--- src/design/efc_pkg.sv ---
// shared types and constants for the ethernet frame classifier
`default_nettype none

package efc_pkg;

    localparam int COUNT_WIDTH_DEF     = 32;
    localparam int MAX_FRAME_BYTES_DEF = 2048;

    localparam int ETH_HDR = 14;
    localparam int V6_HDR  = 40;
    localparam int IP4_NEED = ETH_HDR + 10;
    localparam int IP6_NEED = ETH_HDR + 7;

    localparam logic [15:0] ET_ARP = 16'h0806;
    localparam logic [15:0] ET_IP4 = 16'h0800;
    localparam logic [15:0] ET_IP6 = 16'h86DD;

    localparam logic [7:0] PR_TCP   = 8'd6;
    localparam logic [7:0] PR_UDP   = 8'd17;
    localparam logic [7:0] PR_ICMP4 = 8'd1;
    localparam logic [7:0] PR_ICMP6 = 8'd58;

    localparam logic [15:0] WEB_PORT_RESET = 16'd80;
    localparam logic [2:0]  ADDR_WEB_PORT  = 3'd0;

    localparam int NUM_COUNTERS = 10;
    localparam int CNT_TOTAL = 0;
    localparam int CNT_OTHER = 1;
    localparam int CNT_ARP   = 2;
    localparam int CNT_IP4   = 3;
    localparam int CNT_IP6   = 4;
    localparam int CNT_TCP   = 5;
    localparam int CNT_HTTP  = 6;
    localparam int CNT_UDP   = 7;
    localparam int CNT_ICMP4 = 8;
    localparam int CNT_ICMP6 = 9;

    typedef enum logic [3:0] {
        CLS_OTHER = 4'd0,
        CLS_ARP   = 4'd1,
        CLS_IP4   = 4'd2,
        CLS_IP6   = 4'd3,
        CLS_TCP   = 4'd4,
        CLS_HTTP  = 4'd5,
        CLS_UDP   = 4'd6,
        CLS_ICMP4 = 4'd7,
        CLS_ICMP6 = 4'd8
    } frame_class_t;

    // header fields of the frame as they stand after the current item
    typedef struct packed {
        logic [15:0] ether_kind;
        logic [7:0]  next_protocol;
        logic [15:0] source_port;
        logic [15:0] dst_port;
        logic        short_eth;
        logic        short_ip4;
        logic        short_ip6;
        logic        short_l4;
    } frame_info_t;

endpackage

`default_nettype wire

--- src/design/efc_parse.sv ---
// per-frame byte position tracking and header field capture
`default_nettype none

module efc_parse
    import efc_pkg::*;
#(
    parameter int MAX_FRAME_BYTES = MAX_FRAME_BYTES_DEF
)
(
    input  wire logic        clk,
    input  wire logic        rst_n,
    input  wire logic        go,
    input  wire logic [7:0]  frame_byte,
    input  wire logic        end_of_frame,
    output frame_info_t      info
);

    localparam int PW = ($clog2(MAX_FRAME_BYTES + 1) > 8) ? $clog2(MAX_FRAME_BYTES + 1) : 8;

    logic [PW-1:0] pos_reg,   pos_next;
    logic [15:0]   kind_reg,  kind_next;
    logic [3:0]    hw_reg,    hw_next;
    logic [7:0]    proto_reg, proto_next;
    logic [15:0]   sport_reg, sport_next;
    logic [15:0]   dport_reg, dport_next;

    logic          take;
    logic [7:0]    l4_start;
    logic [PW-1:0] l4_off;
    logic          is_ip;

    always_comb
    begin
        take       = pos_reg < PW'(MAX_FRAME_BYTES);
        pos_next   = take ? pos_reg + PW'(1) : pos_reg;
        kind_next  = kind_reg;
        hw_next    = hw_reg;
        proto_next = proto_reg;
        sport_next = sport_reg;
        dport_next = dport_reg;

        if (take && pos_reg == PW'(12))
        begin
            kind_next = {frame_byte, kind_reg[7:0]};
        end
        if (take && pos_reg == PW'(13))
        begin
            kind_next = {kind_reg[15:8], frame_byte};
        end

        is_ip = 1'b0;
        if (take && pos_reg >= PW'(ETH_HDR))
        begin
            if (kind_next == ET_IP4)
            begin
                is_ip = 1'b1;
                if (pos_reg == PW'(ETH_HDR))
                begin
                    hw_next = frame_byte[3:0];
                end
                if (pos_reg == PW'(ETH_HDR + 9))
                begin
                    proto_next = frame_byte;
                end
            end
            else if (kind_next == ET_IP6)
            begin
                is_ip = 1'b1;
                if (pos_reg == PW'(ETH_HDR + 6))
                begin
                    proto_next = frame_byte;
                end
            end
        end

        // the ihl nibble may land in this very item, so use its new value
        if (kind_next == ET_IP6)
        begin
            l4_start = 8'(ETH_HDR + V6_HDR);
        end
        else
        begin
            l4_start = 8'(ETH_HDR) + {2'b00, hw_next, 2'b00};
        end
        l4_off = pos_reg - PW'(l4_start);

        if (is_ip && pos_reg >= PW'(l4_start) && l4_off < PW'(4))
        begin
            case (l4_off[1:0])
                2'd0:    sport_next = {frame_byte, sport_reg[7:0]};
                2'd1:    sport_next = {sport_reg[15:8], frame_byte};
                2'd2:    dport_next = {frame_byte, dport_reg[7:0]};
                default: dport_next = {dport_reg[15:8], frame_byte};
            endcase
        end

        info.ether_kind    = kind_next;
        info.next_protocol = proto_next;
        info.source_port   = sport_next;
        info.dst_port      = dport_next;
        info.short_eth     = pos_next < PW'(ETH_HDR);
        info.short_ip4     = pos_next < PW'(IP4_NEED);
        info.short_ip6     = pos_next < PW'(IP6_NEED);
        info.short_l4      = pos_next < PW'(l4_start) + PW'(4);
    end

    always_ff @(posedge clk or negedge rst_n)
    begin
        if (!rst_n)
        begin
            pos_reg   <= '0;
            kind_reg  <= '0;
            hw_reg    <= '0;
            proto_reg <= '0;
            sport_reg <= '0;
            dport_reg <= '0;
        end
        else if (go)
        begin
            if (end_of_frame)
            begin
                pos_reg   <= '0;
                kind_reg  <= '0;
                hw_reg    <= '0;
                proto_reg <= '0;
                sport_reg <= '0;
                dport_reg <= '0;
            end
            else
            begin
                pos_reg   <= pos_next;
                kind_reg  <= kind_next;
                hw_reg    <= hw_next;
                proto_reg <= proto_next;
                sport_reg <= sport_next;
                dport_reg <= dport_next;
            end
        end
    end

endmodule

`default_nettype wire

--- src/design/ethernet_frame_classifier.sv ---
// top level of the ethernet frame classifier
//
// Frame bytes enter on the s_axis side, one item per byte with tlast on the last byte of a
// frame. The block takes one item every cycle: each byte is registered, then parsed
// against the frame's captured header fields, and on the last byte the class, ports,
// protocol and updated saturating counters are loaded into the result register. The
// input side stalls only when a last byte finds the result register still full and not
// being taken downstream. web_port is written through the apb port; the user must write it
// only while no frame is in flight, as the block itself does not enforce this.
`default_nettype none

module ethernet_frame_classifier
    import efc_pkg::*;
#(
    parameter int COUNT_WIDTH     = COUNT_WIDTH_DEF,
    parameter int MAX_FRAME_BYTES = MAX_FRAME_BYTES_DEF
)
(
    input  wire logic         clk,
    input  wire logic         rst_n,
    input  wire logic         s_axis_tvalid,
    output logic              s_axis_tready,
    input  wire logic [7:0]   s_axis_tdata,   // frame_byte
    input  wire logic         s_axis_tlast,   // end_of_frame
    output logic              m_axis_tvalid,
    input  wire logic         m_axis_tready,
    // source_port, dst_port, ip_protocol, total_frames, class_frames, ip_frames
    output logic [135:0]      m_axis_tdata,
    output logic [4:0]        m_axis_tuser,   // frame_class, truncated
    input  wire logic         psel,
    input  wire logic         penable,
    input  wire logic         pwrite,
    input  wire logic [2:0]   paddr,
    input  wire logic [31:0]  pwdata,
    output logic [31:0]       prdata,
    output logic              pready
);

    typedef logic [COUNT_WIDTH-1:0] count_t;

    function automatic logic [31:0] low32(input count_t v);
        logic [63:0] w;
        w = 64'(v);
        return w[31:0];
    endfunction

    // configuration
    logic [15:0] web_port_reg;

    assign pready = 1'b1;
    assign prdata = (paddr == ADDR_WEB_PORT) ? {16'd0, web_port_reg} : 32'd0;

    always_ff @(posedge clk or negedge rst_n)
    begin
        if (!rst_n)
        begin
            web_port_reg <= WEB_PORT_RESET;
        end
        else if (psel && penable && pwrite && pready && paddr == ADDR_WEB_PORT)
        begin
            web_port_reg <= pwdata[15:0];
        end
    end

    // input register
    logic       in_valid_reg;
    logic [7:0] in_byte_reg;
    logic       in_last_reg;
    logic       go;
    logic       finish;

    assign go     = in_valid_reg && (!in_last_reg || !m_axis_tvalid || m_axis_tready);
    assign finish = go && in_last_reg;
    assign s_axis_tready = !in_valid_reg || go;

    always_ff @(posedge clk or negedge rst_n)
    begin
        if (!rst_n)
        begin
            in_valid_reg <= 1'b0;
        end
        else if (s_axis_tready)
        begin
            in_valid_reg <= s_axis_tvalid;
        end
    end

    always_ff @(posedge clk)
    begin
        if (s_axis_tvalid && s_axis_tready)
        begin
            in_byte_reg <= s_axis_tdata;
            in_last_reg <= s_axis_tlast;
        end
    end

    frame_info_t info;

    efc_parse #(
        .MAX_FRAME_BYTES (MAX_FRAME_BYTES)
    ) u_parse (
        .clk          (clk),
        .rst_n        (rst_n),
        .go           (go),
        .frame_byte   (in_byte_reg),
        .end_of_frame (in_last_reg),
        .info         (info)
    );

    // classification
    frame_class_t            cls;
    logic                    trunc;
    logic                    use_ports;
    logic [7:0]              proto;
    logic [NUM_COUNTERS-1:0] bump_en;
    logic                    hit_ip4;
    logic                    hit_ip6;
    logic                    v6;
    logic                    is_tcp;
    logic                    is_udp;

    always_comb
    begin
        cls       = CLS_OTHER;
        trunc     = 1'b0;
        use_ports = 1'b0;
        proto     = 8'd0;
        bump_en   = '0;
        hit_ip4   = 1'b0;
        hit_ip6   = 1'b0;
        v6        = info.ether_kind == ET_IP6;
        is_tcp    = info.next_protocol == PR_TCP;
        is_udp    = info.next_protocol == PR_UDP;
        bump_en[CNT_TOTAL] = 1'b1;

        if (info.short_eth)
        begin
            trunc = 1'b1;
        end
        else if (info.ether_kind == ET_ARP)
        begin
            cls = CLS_ARP;
            bump_en[CNT_ARP] = 1'b1;
        end
        else if (info.ether_kind == ET_IP4 || v6)
        begin
            if (v6 ? info.short_ip6 : info.short_ip4)
            begin
                trunc = 1'b1;
            end
            else if ((is_tcp || is_udp) && info.short_l4)
            begin
                trunc = 1'b1;
            end
            else
            begin
                hit_ip4 = !v6;
                hit_ip6 = v6;
                bump_en[CNT_IP4] = !v6;
                bump_en[CNT_IP6] = v6;
                proto     = info.next_protocol;
                use_ports = is_tcp || is_udp;
                if (is_tcp)
                begin
                    if (info.source_port == web_port_reg || info.dst_port == web_port_reg)
                    begin
                        cls = CLS_HTTP;
                        bump_en[CNT_HTTP] = 1'b1;
                    end
                    else
                    begin
                        cls = CLS_TCP;
                        bump_en[CNT_TCP] = 1'b1;
                    end
                end
                else if (is_udp)
                begin
                    cls = CLS_UDP;
                    bump_en[CNT_UDP] = 1'b1;
                end
                else if (!v6 && info.next_protocol == PR_ICMP4)
                begin
                    cls = CLS_ICMP4;
                    bump_en[CNT_ICMP4] = 1'b1;
                end
                else if (v6 && info.next_protocol == PR_ICMP6)
                begin
                    cls = CLS_ICMP6;
                    bump_en[CNT_ICMP6] = 1'b1;
                end
                else
                begin
                    cls = v6 ? CLS_IP6 : CLS_IP4;
                end
            end
        end
        else
        begin
            bump_en[CNT_OTHER] = 1'b1;
        end
    end

    // saturating counters
    count_t cnt_reg [NUM_COUNTERS];
    count_t bumped  [NUM_COUNTERS];

    for (genvar i = 0; i < NUM_COUNTERS; i++)
    begin : g_cnt
        assign bumped[i] = (cnt_reg[i] == {COUNT_WIDTH{1'b1}}) ? cnt_reg[i]
                                                               : cnt_reg[i] + count_t'(1);

        always_ff @(posedge clk or negedge rst_n)
        begin
            if (!rst_n)
            begin
                cnt_reg[i] <= '0;
            end
            else if (finish && bump_en[i])
            begin
                cnt_reg[i] <= bumped[i];
            end
        end
    end

    logic [31:0] class_cnt;
    logic [31:0] ip_cnt;

    always_comb
    begin
        case (cls)
            CLS_OTHER: class_cnt = low32(bumped[CNT_OTHER]);
            CLS_ARP:   class_cnt = low32(bumped[CNT_ARP]);
            CLS_IP4:   class_cnt = low32(bumped[CNT_IP4]);
            CLS_IP6:   class_cnt = low32(bumped[CNT_IP6]);
            CLS_TCP:   class_cnt = low32(bumped[CNT_TCP]);
            CLS_HTTP:  class_cnt = low32(bumped[CNT_HTTP]);
            CLS_UDP:   class_cnt = low32(bumped[CNT_UDP]);
            CLS_ICMP4: class_cnt = low32(bumped[CNT_ICMP4]);
            CLS_ICMP6: class_cnt = low32(bumped[CNT_ICMP6]);
            default:   class_cnt = 32'd0;
        endcase
        if (trunc)
        begin
            class_cnt = 32'd0;
        end

        if (hit_ip4)
        begin
            ip_cnt = low32(bumped[CNT_IP4]);
        end
        else if (hit_ip6)
        begin
            ip_cnt = low32(bumped[CNT_IP6]);
        end
        else
        begin
            ip_cnt = 32'd0;
        end
    end

    // result register
    logic         out_valid_reg;
    logic [135:0] out_data_reg;
    logic [4:0]   out_user_reg;

    always_ff @(posedge clk or negedge rst_n)
    begin
        if (!rst_n)
        begin
            out_valid_reg <= 1'b0;
        end
        else if (finish)
        begin
            out_valid_reg <= 1'b1;
        end
        else if (m_axis_tready)
        begin
            out_valid_reg <= 1'b0;
        end
    end

    always_ff @(posedge clk)
    begin
        if (finish)
        begin
            out_user_reg <= {trunc, cls};
            out_data_reg <= {ip_cnt,
                             class_cnt,
                             low32(bumped[CNT_TOTAL]),
                             proto,
                             use_ports ? info.dst_port : 16'd0,
                             use_ports ? info.source_port : 16'd0};
        end
    end

    assign m_axis_tvalid = out_valid_reg;
    assign m_axis_tdata  = out_data_reg;
    assign m_axis_tuser  = out_user_reg;

endmodule

`default_nettype wire

--- config.mk ---
export PLATFORM = sky130hd
export DESIGN_NAME = ethernet_frame_classifier
export DESIGN_NICKNAME = d
export VERILOG_FILES = /design/src/design/efc_pkg.sv /design/src/design/efc_parse.sv /design/src/design/ethernet_frame_classifier.sv
export SDC_FILE = /design/constraint.sdc
export NUM_CORES = 1
export LEC_CHECK = 0
export ABC_AREA = 1
export BUFFER_PORTS_ARGS = -buffer_cell sky130_fd_sc_hd__buf_2
export CAP_MARGIN = 40
export CORE_ASPECT_RATIO = 1.5
export CORE_UTILIZATION = 58
export DETAILED_ROUTE_END_ITERATION = 7
export GPL_TIMING_DRIVEN = 0
export PLACE_DENSITY = 0.77
export SLEW_MARGIN = 15
export SYNTH_ARGS = -nofsm -noshare
export SYNTH_HDL_FRONTEND = slang
export SYNTH_SLANG_ARGS = --single-unit
--- constraint.sdc ---
create_clock -name clk -period 9.35 [get_ports clk]
set_clock_uncertainty 0.15 [all_clocks]
set_input_delay 0.4675 -clock clk [delete_from_list [all_inputs] [get_ports clk]]
set_output_delay 0.4675 -clock clk [all_outputs]
set_load 0.005 [all_outputs]
### Word level (Yosys, flattened, before mapping)

Cells that the tools add are included.

| word-level totals | value |
|---|---|
| input bits | 51 |
| logic and storage cells | 212 |
| bits in registers | 560 |

| operators by class | value |
|---|---|
| order comparisons | 8 |
| equal/unequal tests | 34 |
| bitwise logic cells | 1 |
| multiplexer cells | 90 |
| add/subtract/negate cells | 14 |
| reductions and logical operators | 39 |

Operators with widths:

| operator | number |
|---|---|
| two-way mux 32 bit | 12 |
| adder 32 x 1 -> 32 bit (second input constant) | 10 |
| == test 32 bit (second input constant) | 10 |
| one-hot mux 32 bit (9 select lines) | 1 |
| two-way mux 16 bit | 8 |
| one-hot mux 16 bit (2 select lines) | 2 |
| two-way mux 8 bit | 7 |
| two-way mux 4 bit | 13 |
| two-way mux 1 bit | 37 |
| == test 12 x 4 -> 1 bit (second input constant) | 3 |
| == test 16 x 12 -> 1 bit (second input constant) | 2 |
| == test 16 bit | 2 |
| two-way mux 7 bit | 4 |
| == test 12 x 5 -> 1 bit (second input constant) | 2 |
| less-than comparator 12 x 5 -> 1 bit (second input constant) | 2 |
| two-way mux 12 bit | 2 |
| logical AND 1 bit | 23 |
| == test 16 bit (second input constant) | 1 |
| == test 4 x 3 -> 1 bit (second input constant) | 4 |
| adder 12 x 1 -> 12 bit (second input constant) | 1 |
| >= comparator 12 x 4 -> 1 bit (second input constant) | 1 |
| >= comparator 12 x 8 -> 1 bit | 1 |
| less-than comparator 12 bit | 1 |
| less-than comparator 12 bit (second input constant) | 1 |
| 26 further kinds | 36 |

### Depth between registers and ports, before layout

| logic depth | value |
|---|---|
| depth in word-level cells | 25 |
| mapped depth | 55 |

### Cells and area by module

From an unflattened synthesis, not the netlist that was laid out.

| unflattened totals | value |
|---|---|
| cells, all modules | 5349 |
| area, all modules | 37209.4 µm² |

By module, submodules not included:

| module | instances | cells each | area an instance (µm²) |
|---|---|---|---|
| ethernet_frame_classifier | 1 | 4323 | 30654.4 |
| efc_parse | 1 | 1026 | 6555.0 |

### Worst setup path after synthesis

No wires, ideal clock.

| path | value |
|---|---|
| kind | reg-to-reg |
| start | register u_parse.pos_reg[1] |
| end | register out_data_reg[91] (netlist: m_axis_tdata[91]), data pin |
| library setup time | 0.266 ns |
| stages on the path, launching flop included | 50 |
| arrival | 6.451 ns |
| path slack | 2.483 ns |
| required time | 8.934 ns |
| path buffers | 4 |
| period minus slack after synthesis | 6.867 ns |
| cell sequence | dfrtp_1 -> inv_1 -> ha_1 -> inv_1 -> nand2_1 -> nor2_2 -> nand2_2 -> buf_6 -> nand2_1 -> nand2_2 -> nor2_4 -> nand2_1 -> nor2_1 -> nand2_2 -> buf_6 -> nor4_1 -> o21ai_0 -> ha_1 -> (+14 left out) -> inv_2 -> nand2_1 -> nand2_1 -> nor2_1 -> nand2_1 -> nor2_1 -> nand2_1 -> nand2_1 -> nand2_1 -> nand2_1 -> nand2_1 -> nand4_4 -> clkinv_2 -> buf_6 -> nand2_1 -> o211ai_1 -> nor2_1 -> nor2_1 |

| on the way | value |
|---|---|
| word-level cells in the longest chain between the ends | 24 |
| elaborated cells on any way between the ends | 88 |
| those cells by class | add/sub (4); order compare (8); eq/ne (24); mux (37); reduce/logical (15) |

Ends and longest elaborated chain:

| what | line | text |
|---|---|---|
| start, declared | efc_parse.sv:20 | `logic [PW-1:0] pos_reg, pos_next;` |
| start signal, assigned | efc_parse.sv:131 | `pos_reg <= pos_next;` |
| less-than comparator 12 bit / == test 12 x 4 -> 1 bit (equally long branches) | efc_parse.sv:34, efc_parse.sv:42 |  |
| logical AND 1 bit | efc_parse.sv:42 | `if (take && pos_reg == PW'(12))` |
| two-way mux 16 bit | efc_parse.sv:42 |  |
| two-way mux 16 bit | efc_parse.sv:46 | `if (take && pos_reg == PW'(13))` |
| == test 16 x 12 -> 1 bit | efc_parse.sv:54, ethernet_frame_classifier.sv:145 |  |
| two-way mux 4 bit | efc_parse.sv:54 | `if (kind_next == ET_IP4)` |
| two-way mux 4 bit | efc_parse.sv:52 | `if (take && pos_reg >= PW'(ETH_HDR))` |
| adder 4 x 6 -> 7 bit | efc_parse.sv:83 | `l4_start = 8'(ETH_HDR) + {2'b00, hw_next, 2'b00};` |
| (+8 left out) | n/a |  |
| two-way mux 4 bit | ethernet_frame_classifier.sv:163 | `if (is_tcp)` |
| two-way mux 4 bit | ethernet_frame_classifier.sv:151 | `else if ((is_tcp \|\| is_udp) && info.short_l4)` |
| two-way mux 4 bit | ethernet_frame_classifier.sv:147 | `if (v6 ? info.short_ip6 : info.short_ip4)` |
| two-way mux 4 bit | ethernet_frame_classifier.sv:145 | `else if (info.ether_kind == ET_IP4 \|\| v6)` |
| two-way mux 4 bit | ethernet_frame_classifier.sv:140 | `else if (info.ether_kind == ET_ARP)` |
| two-way mux 4 bit | ethernet_frame_classifier.sv:136 | `if (info.short_eth)` |
| == test 4 bit, or another cell as far along | ethernet_frame_classifier.sv:230 | `case (cls)` |
| one-hot mux 32 bit (9 select lines) | ethernet_frame_classifier.sv:230 |  |
| end signal, assigned | ethernet_frame_classifier.sv:287 | `out_data_reg <= {ip_cnt,` |
| end, declared | ethernet_frame_classifier.sv:263 | `logic [135:0] out_data_reg;` |

Several ways; a longest one is shown, not always the timed one.
A chain may end at the register's enable or synchronous reset.

### Worst setup path in the final report

| path | value |
|---|---|
| start | register u_parse.pos_reg[1] |
| end | register out_data_reg[73] (netlist: m_axis_tdata[73]), data pin |

The elaborated chain is that of the path after synthesis.

==> metrics.txt <==
status=finished, violations left; DR iter-0 viols=2576; Slew Limit Fails=0; Avg Cell Area, Syn=7.54 um^2; Worst Hold Launch=penable; critical path's slowest cell=dfrtp_2; # fillers=5165; Pwr Density=151 nW/um^2; worst skew pair latency=0.67 ns; max-cap viol count=0; Seq/Total Area, Yosys=43.5%; Yosys reg bits=560; final hold vios=0; global route overflow=0; via count=32100; vias in the first global route=31700; max reg flops=320; Antenna diodes=0; Die Y=298 um; Worst Path Required=9.67 ns; RD Place Congestion=1.06; layout cells sized above 1=9.35%; initial core utilization=58.7%; Tightest Hold Check Type=in2reg; global-route usage over all layers=39.3%; Synth Warn #=0; Area Growth Syn to Fin=13.4%; die area=59500 um^2; reg-to-reg endpoint=m_axis_tdata[73]$_SDFFCE_PP0P_; Tot Pwr=0.00581 W; Die X=199 um; initial antenna violation count=1; R2R depth=50; Post-Syn Instances=4501; Worst slew margin=38.0%; Critical Path End Type=flip-flop; post-detail-place hpwl=88500 um; H-tree depth=2; # DRC=1; CP Launch Type=flip-flop; async set-or-reset flop fraction in the synthesized netlist=73.2%; largest net degree at the start of global routing=93; CTS Buf Count=55; Port Buf Inserts=193; Crit path largest cell delay=0.48 ns; worst hold path depth=5; # rows=108; kind of critical path=reg2reg; Final min period=8.80 ns; post-route ant nets=0; worst-path fanout max=10; top_reg_cell synth=dfrtp_1; crit path DAT=9.12 ns; f_max=114 MHz; First-pass DRT Iterations=8; R2R Setup Slk=0.55 ns; CTS tree=done; LEAKAGE=17.4 nW; FF-to-FF Start=u_parse.pos_reg[1]$_DFFE_PN0P_; setup violators final=0; most frequent CP cell=nand2_1; non-filler cells, final=5627; number of enable flip-flop cells after synthesis=150; failing checks=design-rule violations; Clk pin slew, worst setup/hold paths=0.07 ns; worst hold endpoint=web_port_reg[15]$_DFFE_PN0P_; clock buffer depth=3; # IOs=227; final period utilization=94.1%; Root Driver=clkbuf_16; Yosys cell types=64; Vias/cell=5.71; Hold WS=0.0601 ns; Least-Margin Pin Slew=0.930 ns; Clock Sink Count=560; Core Box Area=57800 um^2; placed cell count=5491; mapped cell area=33900 um^2; nets@finish=4891; drt wl/cell=20.4 um; Routed WL=115000 um; global-route wire length before repair=176000 um; peak supply drop=0.153 mV
[power by group]
group / internal [W] / leakage [nW] / switching [W]
clock network: 0.00145 / 0.982 / 0.00105
registers: 0.00264 / 6.69 / 0.0000860
logic: 0.000183 / 9.69 / 0.000402
total: 0.00427 / 17.4 / 0.00153
[layer usage]
layer / vias up / routed length [um] / global-route usage, %
met1: 15000 / 40700 / 42.9
met4: 2 / 10800 / 31.9
met5: - / 12 / 0
met2: 1383 / 55600 / 66.2
met3: 442 / 7650 / 6.83
li1: 15300 / - / -
[worst max path at each step]
| stage | from | end | depth (start not counted) |
|---|---|---|---|
| global route | u_parse.pos_reg[1]$_DFFE_PN0P_ | m_axis_tdata[73]$_SDFFCE_PP0P_ | 50 |
| detailed placement | u_parse.pos_reg[1]$_DFFE_PN0P_ | m_axis_tdata[73]$_SDFFCE_PP0P_ | 47 |
| floorplan | u_parse.pos_reg[1]$_DFFE_PN0P_ | m_axis_tdata[91]$_SDFFCE_PP0P_ | 49 |
| finish | u_parse.pos_reg[1]$_DFFE_PN0P_ | m_axis_tdata[73]$_SDFFCE_PP0P_ | 50 |
| CTS | u_parse.pos_reg[1]$_DFFE_PN0P_ | m_axis_tdata[73]$_SDFFCE_PP0P_ | 47 |
| global placement | rst_n | cnt_reg[300]$_DFFE_PN0P_ | 1 |
[Yosys cell counts, types with 3 or more instances]
cell type	number	area [um^2]
or2_2	10	62.6
buf_1	4	15.0
o211ai_1	7	52.6
inv_2	10	37.5
xor2_1	220	1930
o21ai_0	354	1770
o31ai_1	7	52.6
buf_4	28	210
nor3_4	3	48.8
a22oi_1	8	60.1
clkbuf_1	105	394
nand3b_1	9	67.6
nor2_2	7	43.8
or2_1	4	25.0
mux2i_1	17	170
o21ai_1	21	105
a21oi_1	89	445
clkinv_1	4	15.0
clkinv_2	3	15.0
and2_1	5	31.3
inv_1	571	2140
dfrtp_1	408	10200
nand2_4	5	56.3
nor2_1	494	1850
o22ai_1	101	632
nand4_2	3	37.5
mux2_2	11	124
xnor2_1	48	420
nand3_2	5	50.1
nand2_2	17	106
buf_2	18	90.1
nor2_4	6	67.6
nor4_1	37	231
a31oi_1	4	25.0
nand3_1	229	1150
nand2_1	1126	4230
nand4_1	159	995
or3_1	4	25.0
and3_1	4	25.0
buf_6	12	135
ha_1	29	363
nor3_1	116	581
edfxtp_1	150	4500
[kinds of logic (layout without fill, tap and decap cells)]
family | count (synthesis) | in the layout | share of synthesized area (%)
simple gates | 2255 | 2255 | 29.0
buf+inv | 755 | 1095 | 9.01
compound gates | 603 | 603 | 9.57
flops | 560 | 560 | 43.5
xor+xnor | 268 | 268 | 6.92
fa+ha+maj | 30 | 30 | 1.13
mux | 28 | 28 | 0.867
other cells | 2 | 18 | 0.0221
[area by class of cell]
type | count | area (um^2) | area share [%]
Multi-Input combinational cell | 3202 | 16200 | 42.0
Inverter | 588 | 2210 | 5.75
Timing Repair Buffer | 236 | 1520 | 3.94
Clock inverter | 34 | 500 | 1.30
Tap cell | 770 | 963 | 2.50
Sequential cell | 560 | 14800 | 38.4
Clock buffer | 70 | 1500 | 3.91
Buffer | 167 | 848 | 2.20
[worst max-delay path: cells and delay by family (launching register included)]
kind,cells,cell delay (ns)
DFF,1,0.48
and+or+nand+nor,35,4.87
adders and majority gates,3,0.98
buffers and inverters,10,1.63
AOI/OAI and AO/OA,2,0.48
[timing repair]
| item | 4_1_cts | 5_1_grt |
|---|---|---|
| setup buffers | 0 | 3 |
| hold buffers | 28 | 0 |
| resized for setup | 0 | 2 |
| endpoints found under the hold margin | 81 | 0 |
| endpoints found under the setup margin | 0 | 9 |
[per-stage QoR]
stage | setup WS, ns | TNS, ns | util [%] | area [um^2]
final | 0.548 | 0 | 66.5 | 38500
after global routing | -0.00821 | -0.00821 | 66.5 | 38500
after CTS | 0.247 | 0 | 66.5 | 38400
after detailed placement | 0.312 | 0 | 62.5 | 36200
after global placement | -1.03 | -382.29 | 62.1 | 35900
after floorplan | 2.48 | 0 | - | 34000
[placed cells by master, fill, tap and decap left out, types with 7 or more instances in the layout]
cell type      count
mux2i_1           17
or2_2             10
xnor2_1           48
nor3_1           116
o21ai_0          354
clkbuf_8           7
buf_2            210
a21oi_1           89
clkbuf_16         55
nand3b_1           9
o22ai_1          101
buf_4             33
o211ai_1           7
buf_6             12
nor2_1           493
dlygate4sd3_1     28
conb_1            18
nand3_1          229
a22oi_1            8
nand4_1          159
nand2_1         1126
ha_1              29
o31ai_1            7
inv_1            571
dfrtp_1          407
mux2_2            11
clkinv_2          16
clkbuf_1         112
bufinv_16         11
o21ai_1           21
nand2_2           17
inv_2             10
edfxtp_1         150
xor2_1           220
nor4_1            37
nor2_2             8
No activity file was read; power rests on OpenSTA's default activity.
